<file path="src/sv/v3au_sqrt.sv">
// Pipelined integer square root, one result bit per stage.
`default_nettype none
module v3au_sqrt #(
  parameter int W = 32
) (
  input  logic             clk,
  input  logic [2*W-1:0]   n,
  output logic [W-1:0]     root
);
  localparam int RW = 2 * W + 1;

  logic [RW-1:0] rem_q  [W];
  logic [W-1:0]  root_q [W];

  for (genvar k = 0; k < W; k++) begin : g_stage
    localparam int B = W - 1 - k;
    logic [RW-1:0] rem_in;
    logic [W-1:0]  r_in;
    logic [RW-1:0] trial;

    if (k == 0) begin : g_first
      assign rem_in = RW'(n);
      assign r_in   = '0;
    end else begin : g_next
      assign rem_in = rem_q[k-1];
      assign r_in   = root_q[k-1];
    end

    // (r + 2^B)^2 - r^2 = r*2^(B+1) + 2^(2B)
    assign trial = (RW'(r_in) << (B + 1)) | (RW'(1) << (2 * B));

    // Keep the trial bit when its square still fits under the remainder
    always_ff @(posedge clk) begin
      if (trial <= rem_in) begin
        rem_q[k]  <= rem_in - trial;
        root_q[k] <= r_in | (W'(1) << B);
      end else begin
        rem_q[k]  <= rem_in;
        root_q[k] <= r_in;
      end
    end
  end

  assign root = root_q[W-1];
endmodule
`default_nettype wire

</file>
<file path="config.mk">
export PLATFORM = sky130hd
export DESIGN_NAME = v3au_sqrt
export DESIGN_NICKNAME = d
export VERILOG_FILES = /design/src/sv/v3au_sqrt.sv
export SDC_FILE = /design/constraint.sdc
export NUM_CORES = 2
export LEC_CHECK = 0
export ABC_AREA = 0
export ABC_CLOCK_PERIOD_IN_PS = 4600
export BUFFER_PORTS_ARGS = -buffer_cell sky130_fd_sc_hd__buf_2
export CAP_MARGIN = 40
export CORE_UTILIZATION = 30
export CTS_BUF_LIST = sky130_fd_sc_hd__clkbuf_16
export CTS_CLUSTER_DIAMETER = 120
export DETAILED_ROUTE_END_ITERATION = 8
export GPL_TIMING_DRIVEN = 0
export MAX_ROUTING_LAYER = met4
export SYNTH_ARGS = -nofsm -noshare
export SYNTH_HDL_FRONTEND = slang
export SYNTH_SLANG_ARGS = --single-unit
</file>
<file path="constraint.sdc">
create_clock -name clk -period 4.6 [get_ports clk]
set_input_delay 0.69 -clock clk [delete_from_list [all_inputs] [get_ports clk]]
set_output_delay 0.69 -clock clk [all_outputs]
set_load 0.1 [all_outputs]
</file>
==> flow_summary.yaml <==
global_routing:
  grt_max_degree: 26
  grt_util_met2_pct: 26.66
  use_met3_pct: 1.854
  antenna_found_initial: 8
  grt.met1_usage_pct: 18.80
  track_usage_pct: 15.71
  grt_pass1_wl_mm: 393.1
  grt.busiest_layer: "met2"
  grt_overflow: 0
  grt_pass1_vias: 68280
detailed_routing:
  drc: 0
  dr.pass1.iters: 5
  vias: 69570
  dr.first_iter.drc_count: 4112
  wirelength_mm: 255.7
  ant_nets: 0
  viasPerCell: 4.723
  wl_per_cell_um: 17.36
timing:
  fmax_mhz: 227.2
  rsz0062_at_grt: "no"
  finalHoldViolCount: 0
  setup_violations: 0
  relSlewSlack_pct: 33.43
  worst_pin_slew_ns: 0.9914
  fin_crit_ns: 4.401
  finalCritPeriodShare_pct: 95.68
  fin_skew_ns: 0.1489
  finalMaxSlewViolations: 0
floorplan:
  start_util_pct: 30.22
  die_x_um: 571.4
  io_pins: 97
  row_count: 208
  die_area_um2: 326500
  chipHeight_um: 571.4
  fp.coreArea_um2: 321900
setup_path:
  r2r-start: "root_q[27][26]$_DFF_P_"
  end_kind: "flop"
  reg2reg_to: "rem_q[3][275]$_DFF_P_"
  crit_end: "rem_q[3][275]$_DFF_P_"
  worstPathMaxFanout: 10
  cp-start-kind: "flop"
  worst_ep_arrival_time_ns: 5.10
  crit_start: "root_q[27][26]$_DFF_P_"
  r2r_slack_ns: 0.20
  path_class: "reg -> reg"
  rr_worst_depth: 12
  required_ns: 5.30
hold_path:
  hold_class: "reg -> reg"
  min_from: "root_q[26][10]$_DFF_P_"
cts:
  clock_latency_ns: 0.98
  cts.sinks: 2543
  post_cts_buffers: 0
  cts_tree: "yes"
  htreeDepth: 4
  ctsLongestPathBuffers: 4
  clkSlewWorstSetupHoldPaths_ns: 0.07
  cts_root_buffer: "clkbuf_16"
  cts_buffers: 246
layout:
  syn_to_final_growth_pct: 15.10
  nNetsFinal: 10850
  final_util_pct: 34.78
  design_area_um2: 112000
  fillers: 32660
  drive_gt1_share_pct: 6.661
synthesis:
  synthFlopType: "dfxtp_1"
  syn_inst: 9803
  syn_area_um2: 97280
  yosysUniqueCellTypes: 95
  synth_edf_count: 0
  synth_warnings: 0
  synth_nets: 10430
  yosysSeqAreaShare_pct: 52.33
  yosys_register_bits: 2543
  synth.avg_cell_area_um2: 9.924
  synth-async-reset-ratio_pct: 0
power_and_ir_drop:
  powerDensity_nw_per_um2: 604.0
  p_leak_uw: 0.04966
  irDropWorstVdd_mv: 0.4357
place:
  numPortBuffers: 96
  globalplace.congestion: 0.9026
  placed_area_um2: 103300
  dp_hpwl_mm: 204.1
run_status:
  outcome: "complete, no violations"
job:
  cap_violations: 0
-- synthesized netlist by cell type (42+ instances only) --
cell type	instances	area share [%]
dfxtp_1	2543	52
xnor2_1	464	4.2
nor4b_1	62	0.56
ha_1	558	7.2
o21a_1	88	0.68
o21ai_0	466	2.4
a211oi_1	65	0.50
clkbuf_1	153	0.59
nand2b_1	123	0.79
inv_1	695	2.7
o31ai_1	52	0.40
a31oi_1	47	0.30
mux2_2	78	0.90
nor2b_1	83	0.53
nand4_1	169	1.1
nand3_1	206	1.1
a21oi_1	593	3.1
a21o_1	201	1.6
or3_1	111	0.71
nand2_1	626	2.4
o21bai_1	48	0.37
xor2_1	434	3.9
and3_1	54	0.35
nor3_1	253	1.3
nor2_1	610	2.4
nor4_1	370	2.4
or4_1	80	0.62
or2_2	42	0.27
-- metal layers --
layer | share of wire, % | routed length [um]
met1 | 44 | 113200
met2 | 48 | 121900
met3 | 3.7 | 9465
met4 | 4.3 | 11050
met5 | 0 | 0
-- sequential cells by signal, summed over array words and instances (netlist names) --
| register | count |
|---|---|
| rem_q | 2015 |
| root_q | 528 |
-- how the worst min path moves through the flow --
stage / to / cells after the start
CTS: root_q[27][10]$_DFF_P_ / 0
global route: rem_q[1][70]$_DFF_P_ / 0
global placement: rem_q[2][343]$_DFF_P_ / 0
detailed placement: rem_q[2][15]$_DFF_P_ / 0
floorplan: rem_q[1][416]$_DFF_P_ / 0
finish: root_q[27][10]$_DFF_P_ / 0
-- through the flow --
stage          power (uW)  worst slack (ns)  hold slack (ns)  TNS [ns]  instances
6_report            67630            0.1985           0.2705         0      14730
5_1_grt             71240           0.05378           0.2741         0      14730
4_1_cts             67970           0.03954           0.2617         0      14730
3_5_place_dp        47930          -0.03916           0.3306  -0.08415      14230
3_3_place_gp        47900           -0.4826           0.3280    -2.496      14200
2_1_floorplan       41970             1.271           0.3224         0       9803
-- critical path: stages, from the launching register on --
cell	delay (ns)
dfxtp_1	0.34
inv_1	0.05
ha_1	0.27
clkbuf_1	0.34
nand4_1	0.52
nor3_1	0.67
nand4_1	0.35
o21ai_0	0.37
nor2_1	0.21
clkbuf_2	0.34
clkbuf_1	0.42
nand2_1	0.18
o21ai_0	0.09
-- placed cells by master (no fill, tap or decap), types with 64 or more instances in the layout --
cell type and instances:
buf_2 131, xor2_1 434, mux2_2 78, a21oi_1 593
inv_1 733, a21o_1 201, or4_1 80, nand2b_1 123
nand3_1 206, a211oi_1 65, o21a_1 88, dlygate4sd3_1 64
nor2b_1 83, ha_1 558, nor2_1 610, or3_1 111
nand2_1 626, nand4_1 169, clkbuf_16 246, clkbuf_1 151
nor4_1 368, dfxtp_1 2543, o21ai_0 465, nor3_1 253
xnor2_1 464
-- layout make-up --
class / count / area (um^2) / area share [%]
flip-flops and latches: 2543 / 50910 / 45.47
multi-input cells: 6364 / 42970 / 38.37
clock buffers: 246 / 6156 / 5.498
well taps: 4305 / 5386 / 4.811
inverters: 697 / 2616 / 2.337
clock inverters: 190 / 1858 / 1.659
repair buffers: 182 / 1252 / 1.119
plain buffers: 197 / 812.0 / 0.7252
diodes: 5 / 12.51 / 0.01117
-- report_power, final --
group          internal, uW  switching (uW)  leakage, uW
clock                 11400            8530      0.00402
combinational          6840            9250       0.0243
sequential            26900            4660       0.0213
total                 45200           22400       0.0497
-- repair_timing --
item,CTS,global route
resized for setup,0,8
setup endpoints to repair,1,43
hold buffers,64,0
hold endpoints to repair,64,0
-- logic make-up after synthesis --
family / after synthesis / synth area share [%]
compound gates: 1821 / 11.56
xor+xnor: 898 / 8.085
fa+ha+maj: 558 / 7.177
buf+inv: 896 / 3.529
flops: 2543 / 52.33
mux: 94 / 1.095
simple gates: 2993 / 16.22
No activity file was read; power rests on OpenSTA's default activity.
