$ cat src/sv/v3au_div.sv
// Pipelined restoring divider of (num << F) by den, one quotient bit per stage.
`default_nettype none
module v3au_div #(
  parameter int W = 32,
  parameter int F = 16
) (
  input  logic           clk,
  input  logic [W-1:0]   num,
  input  logic [W-1:0]   den,
  input  logic           neg,
  output logic [W-1:0]   quo,
  output logic           ovf,
  output logic           neg_out
);
  localparam int NW = W + F;

  logic [NW-1:0] nfull;
  logic [W-1:0]  rem_q [W+1];
  logic [W-1:0]  low_q [W+1];
  logic [W-1:0]  den_q [W+1];
  logic [W-1:0]  q_q   [W+1];
  logic          neg_q [W+1];
  logic          ovf_q [W+1];

  assign nfull = {num, {F{1'b0}}};

  // Flag quotients of 2^W or more, seed the remainder with the high part
  always_ff @(posedge clk) begin
    ovf_q[0] <= NW'(nfull[NW-1:W]) >= NW'(den);
    rem_q[0] <= W'(nfull[NW-1:W]);
    low_q[0] <= nfull[W-1:0];
    den_q[0] <= den;
    q_q[0]   <= '0;
    neg_q[0] <= neg;
  end

  for (genvar k = 1; k <= W; k++) begin : g_stage
    logic [W:0] rem2;
    logic       ge;

    assign rem2 = {rem_q[k-1], low_q[k-1][W-k]};
    assign ge   = rem2 >= {1'b0, den_q[k-1]};

    // Subtract the divisor where it fits and record the quotient bit
    always_ff @(posedge clk) begin
      rem_q[k] <= ge ? W'(rem2 - {1'b0, den_q[k-1]}) : W'(rem2);
      q_q[k]   <= q_q[k-1] | (W'(ge) << (W - k));
      low_q[k] <= low_q[k-1];
      den_q[k] <= den_q[k-1];
      neg_q[k] <= neg_q[k-1];
      ovf_q[k] <= ovf_q[k-1];
    end
  end

  assign quo     = q_q[W];
  assign ovf     = ovf_q[W];
  assign neg_out = neg_q[W];
endmodule
`default_nettype wire

$ cat config.mk
export PLATFORM = sky130hd
export DESIGN_NAME = v3au_div
export DESIGN_NICKNAME = d
export VERILOG_FILES = /design/src/sv/v3au_div.sv
export SDC_FILE = /design/constraint.sdc
export NUM_CORES = 2
export LEC_CHECK = 0
export ABC_CLOCK_PERIOD_IN_PS = 3410
export BUFFER_PORTS_ARGS = -buffer_cell sky130_fd_sc_hd__buf_2
export CAP_MARGIN = 20
export CELL_PAD_IN_SITES_DETAIL_PLACEMENT = 1
export CELL_PAD_IN_SITES_GLOBAL_PLACEMENT = 2
export CORE_MARGIN = 2
export CORE_UTILIZATION = 37
export DETAILED_ROUTE_END_ITERATION = 10
export GPL_TIMING_DRIVEN = 0
export PLACE_DENSITY = 0.73
export RECOVER_POWER = 25
export SLEW_MARGIN = 10
export SYNTH_ARGS = -nofsm -noshare
export SYNTH_HDL_FRONTEND = slang
export SYNTH_MEMORY_MAX_BITS = 65536
export SYNTH_SLANG_ARGS = --single-unit
$ cat constraint.sdc
create_clock -name clk -period 3.41 [get_ports clk]
set_clock_uncertainty 0.05 [all_clocks]
set_input_delay 0.341 -clock clk [delete_from_list [all_inputs] [get_ports clk]]
set_output_delay 0.341 -clock clk [all_outputs]
set_load 0.005 [all_outputs]
==> metrics.csv <==
metric,value,unit
outcome,"complete, but fails checks",
violated checks,setup timing,
Fin. Hold Viols,0,
slowest CP cell,a221o_1,
drt total wl,368,mm
actual slew at the worst max-slew pin,1.29,ns
Leak Pwr,66.7,nW
Skew-Pair Late Insertion Delay,0.93,ns
total CTS buffers,311,
pre-CTS WS,-1.88,ns
Post-synth EDFFs,0,
GRT Util Overall,21.5,%
Slew HR,13.5,%
die height,574,um
"area leader, netlist",dfxtp_1,
endpoint class of the critical path,flop,
HPWL after DPL,285,mm
Peak Freq,0.279,GHz
antenna-violating nets left,0,
Post-synth ARST share,0,%
Slew Limit Fails,0,
clock sink total,2762,
area added between synthesis and finish,21.5,%
Syn. warnings,0,
Worst EP required,4.17,ns
crit-path max cell delay,0.41,ns
Max Root-Sink Buffers,4,
Synth top cells by count,"dfxtp_1, inv_1, ha_1, a21oi_1, nand2_1",
mapped cell area,120000,um2
Root Buffer,clkbuf_16,
register area share after synthesis,46.0,%
Site Rows,209,
DIE AREA,329000,um2
CP Launch Type,flop,
reg-to-reg startpoint,den_q[0][97]$_DFF_P_,
Starting Density,37.1,%
vias per inst,5.13,
crit path DAT,4.35,ns
die width,574,um
Setup CP Type,reg -> reg,
Critical Path Sink,rem_q[0][151]$_DFF_P_,
largest net degree at the start of global routing,16,
CTS tree,built,
RD Place Congestion,0.909,
WL/cell,20.6,um
Vias,91582,
fin nets,14402,
peak supply drop,587,uV
HP Class,in -> reg,
final period utilization,105,%
layout cell share with drive strength beyond 1,16.9,%
final setup vio count,61,
Post-Syn Nets,13621,
crit path time final,3.59,ns
DRC,0,
ys flop type,dfxtp_1,
Seq cells post-synth,2762,
Worst Hold Launch,den[30],
final global-route overflow total,0,
number of global-route vias before repair,96924,
largest cells by area after synthesis,"dfxtp_1, ha_1, mux2_2",
reg2reg setup slack,-0.18,ns
Worst Reg-to-Reg Cells,13,
DR iter-0 viols,4124,
final core occ,45.1,%
Port-buffer cells,99,
Top Ports,100,
syn avg cell area,9.62,um2
DRT Pass-1 Iters,5,
cell mode on critical path,buf_12,
first-pass GRT wire length,566,mm
top-count cell post-synth,dfxtp_1,
Power Density,943,nW/um2
Post-Synthesis Cells,12500,
count of cell types in the netlist,88,
Synth top area share,46.0,%
Worst R2R End,rem_q[0][151]$_DFF_P_,
worst setup margin,-0.179,ns
cells along the critical path,inv_2 -> ha_4 -> nor2b_4 -> o31a_1 -> o41a_1 -> a221o_1 -> a21oi_4 -> o221ai_4 -> or3_4 -> a311oi_4 -> buf_12 -> buf_12 -> mux2_4,
max cap viols,0,
CP Launch Point,den_q[0][97]$_DFF_P_,
CP max FO,7,
initial antenna violation count,16,
core area,324000,um2
"CTS clk-pin slew, worst paths",0.06,ns
RSZ-0062 raised after global routing,true,
H-tree depth,5,
setup tns final,-3.30,ns
## where the power goes
part / internal, W / switching (W) / total [W]
Clock: 0.0207 / 0.0140 / 0.0347
Sequential: 0.0392 / 0.00457 / 0.0438
Combinational: 0.0271 / 0.0322 / 0.0594
Total: 0.0871 / 0.0508 / 0.138
## flip-flops by register name, indices dropped and copies added (netlist names)
signal  count
neg_q      33
ovf_q      33
rem_q    1008
low_q     136
q_q       528
den_q    1024
## worst min-delay path by stage
stage | endpoint | depth (start not counted)
after floorplan | low_q[0][112]$_DFF_P_ | 0
after global placement | neg_q[1][7]$_DFF_P_ | 0
after detailed placement | low_q[0][145]$_DFF_P_ | 0
after CTS | den_q[0][30]$_DFF_P_ | 2
after global routing | den_q[0][30]$_DFF_P_ | 2
final | den_q[0][30]$_DFF_P_ | 2
## routing by layer
layer  vias up  track usage [%]  part of all wire [%]
met5         -                0                     0
met4         0             6.27                   3.1
met3       581             2.52                   3.3
met2      1380             36.9                    47
met1     44732             28.3                    46
li1      44889                -                     -
## cell families after synthesis
group           Yosys count  synth area share [%]
flops                  2762                  46.0
buf+inv                1610                  5.06
simple gates           2529                  10.1
fa+ha+maj              1055                  11.2
xor+xnor                817                  5.95
compound gates         3214                  17.0
mux                     513                  4.77
## placed cells by master (no fill, tap or decap), types with 108 or more instances in the layout
cell / instances
xor2_1: 325
buf_4: 260
mux2_4: 127
o21ai_0: 659
xnor2_1: 492
clkbuf_16: 318
dlygate4sd3_1: 127
mux2_2: 350
a21o_1: 530
clkbuf_1: 160
buf_2: 108
nand4_1: 203
a21oi_1: 812
dfxtp_1: 2663
ha_1: 897
inv_1: 1291
nand3_1: 176
o21a_1: 155
nor2b_1: 135
nor2_1: 578
nor3_1: 141
o21bai_1: 121
nand2_1: 780
## critical path, delay by kind of cell (launching register included)
| family | cells | cell delay (ns) |
|---|---|---|
| compound gates | 6 | 1.65 |
| fa+ha+maj | 1 | 0.20 |
| buf+inv | 3 | 0.40 |
| flops | 1 | 0.35 |
| mux | 1 | 0.30 |
| simple gates | 2 | 0.50 |
## cell type report
cell class	count	area (um2)
Timing Repair inverter	1	5.00
Sequential cell	2762	55500
Inverter	1311	4930
Tap cell	4325	5410
Clock buffer	410	8630
Multi-Input combinational cell	8128	63300
Antenna cell	7	17.5
Buffer	239	1780
Timing Repair Buffer	527	4550
Fill cell	35958	178000
Clock inverter	150	2050
## metrics by stage
stage	instance area [um2]	cells	hold slack [ns]	power, W
2_1_floorplan	120000	12500	0.260	0.0804
5_1_grt	146000	17855	0.113	0.147
3_3_place_gp	126000	16924	0.259	0.0947
4_1_cts	143000	17760	0.00389	0.136
3_5_place_dp	126000	16925	0.263	0.0957
6_report	146000	17860	0.166	0.138
## repair_timing
item,in CTS,in global routing
gates cloned,9,4
resized for setup,833,719
pin swaps,139,219
endpoints found under the hold margin,66,0
setup buffers,174,120
endpoints found under the setup margin,1021,937
hold buffers,127,0
Power figures use the tool's default switching activity.
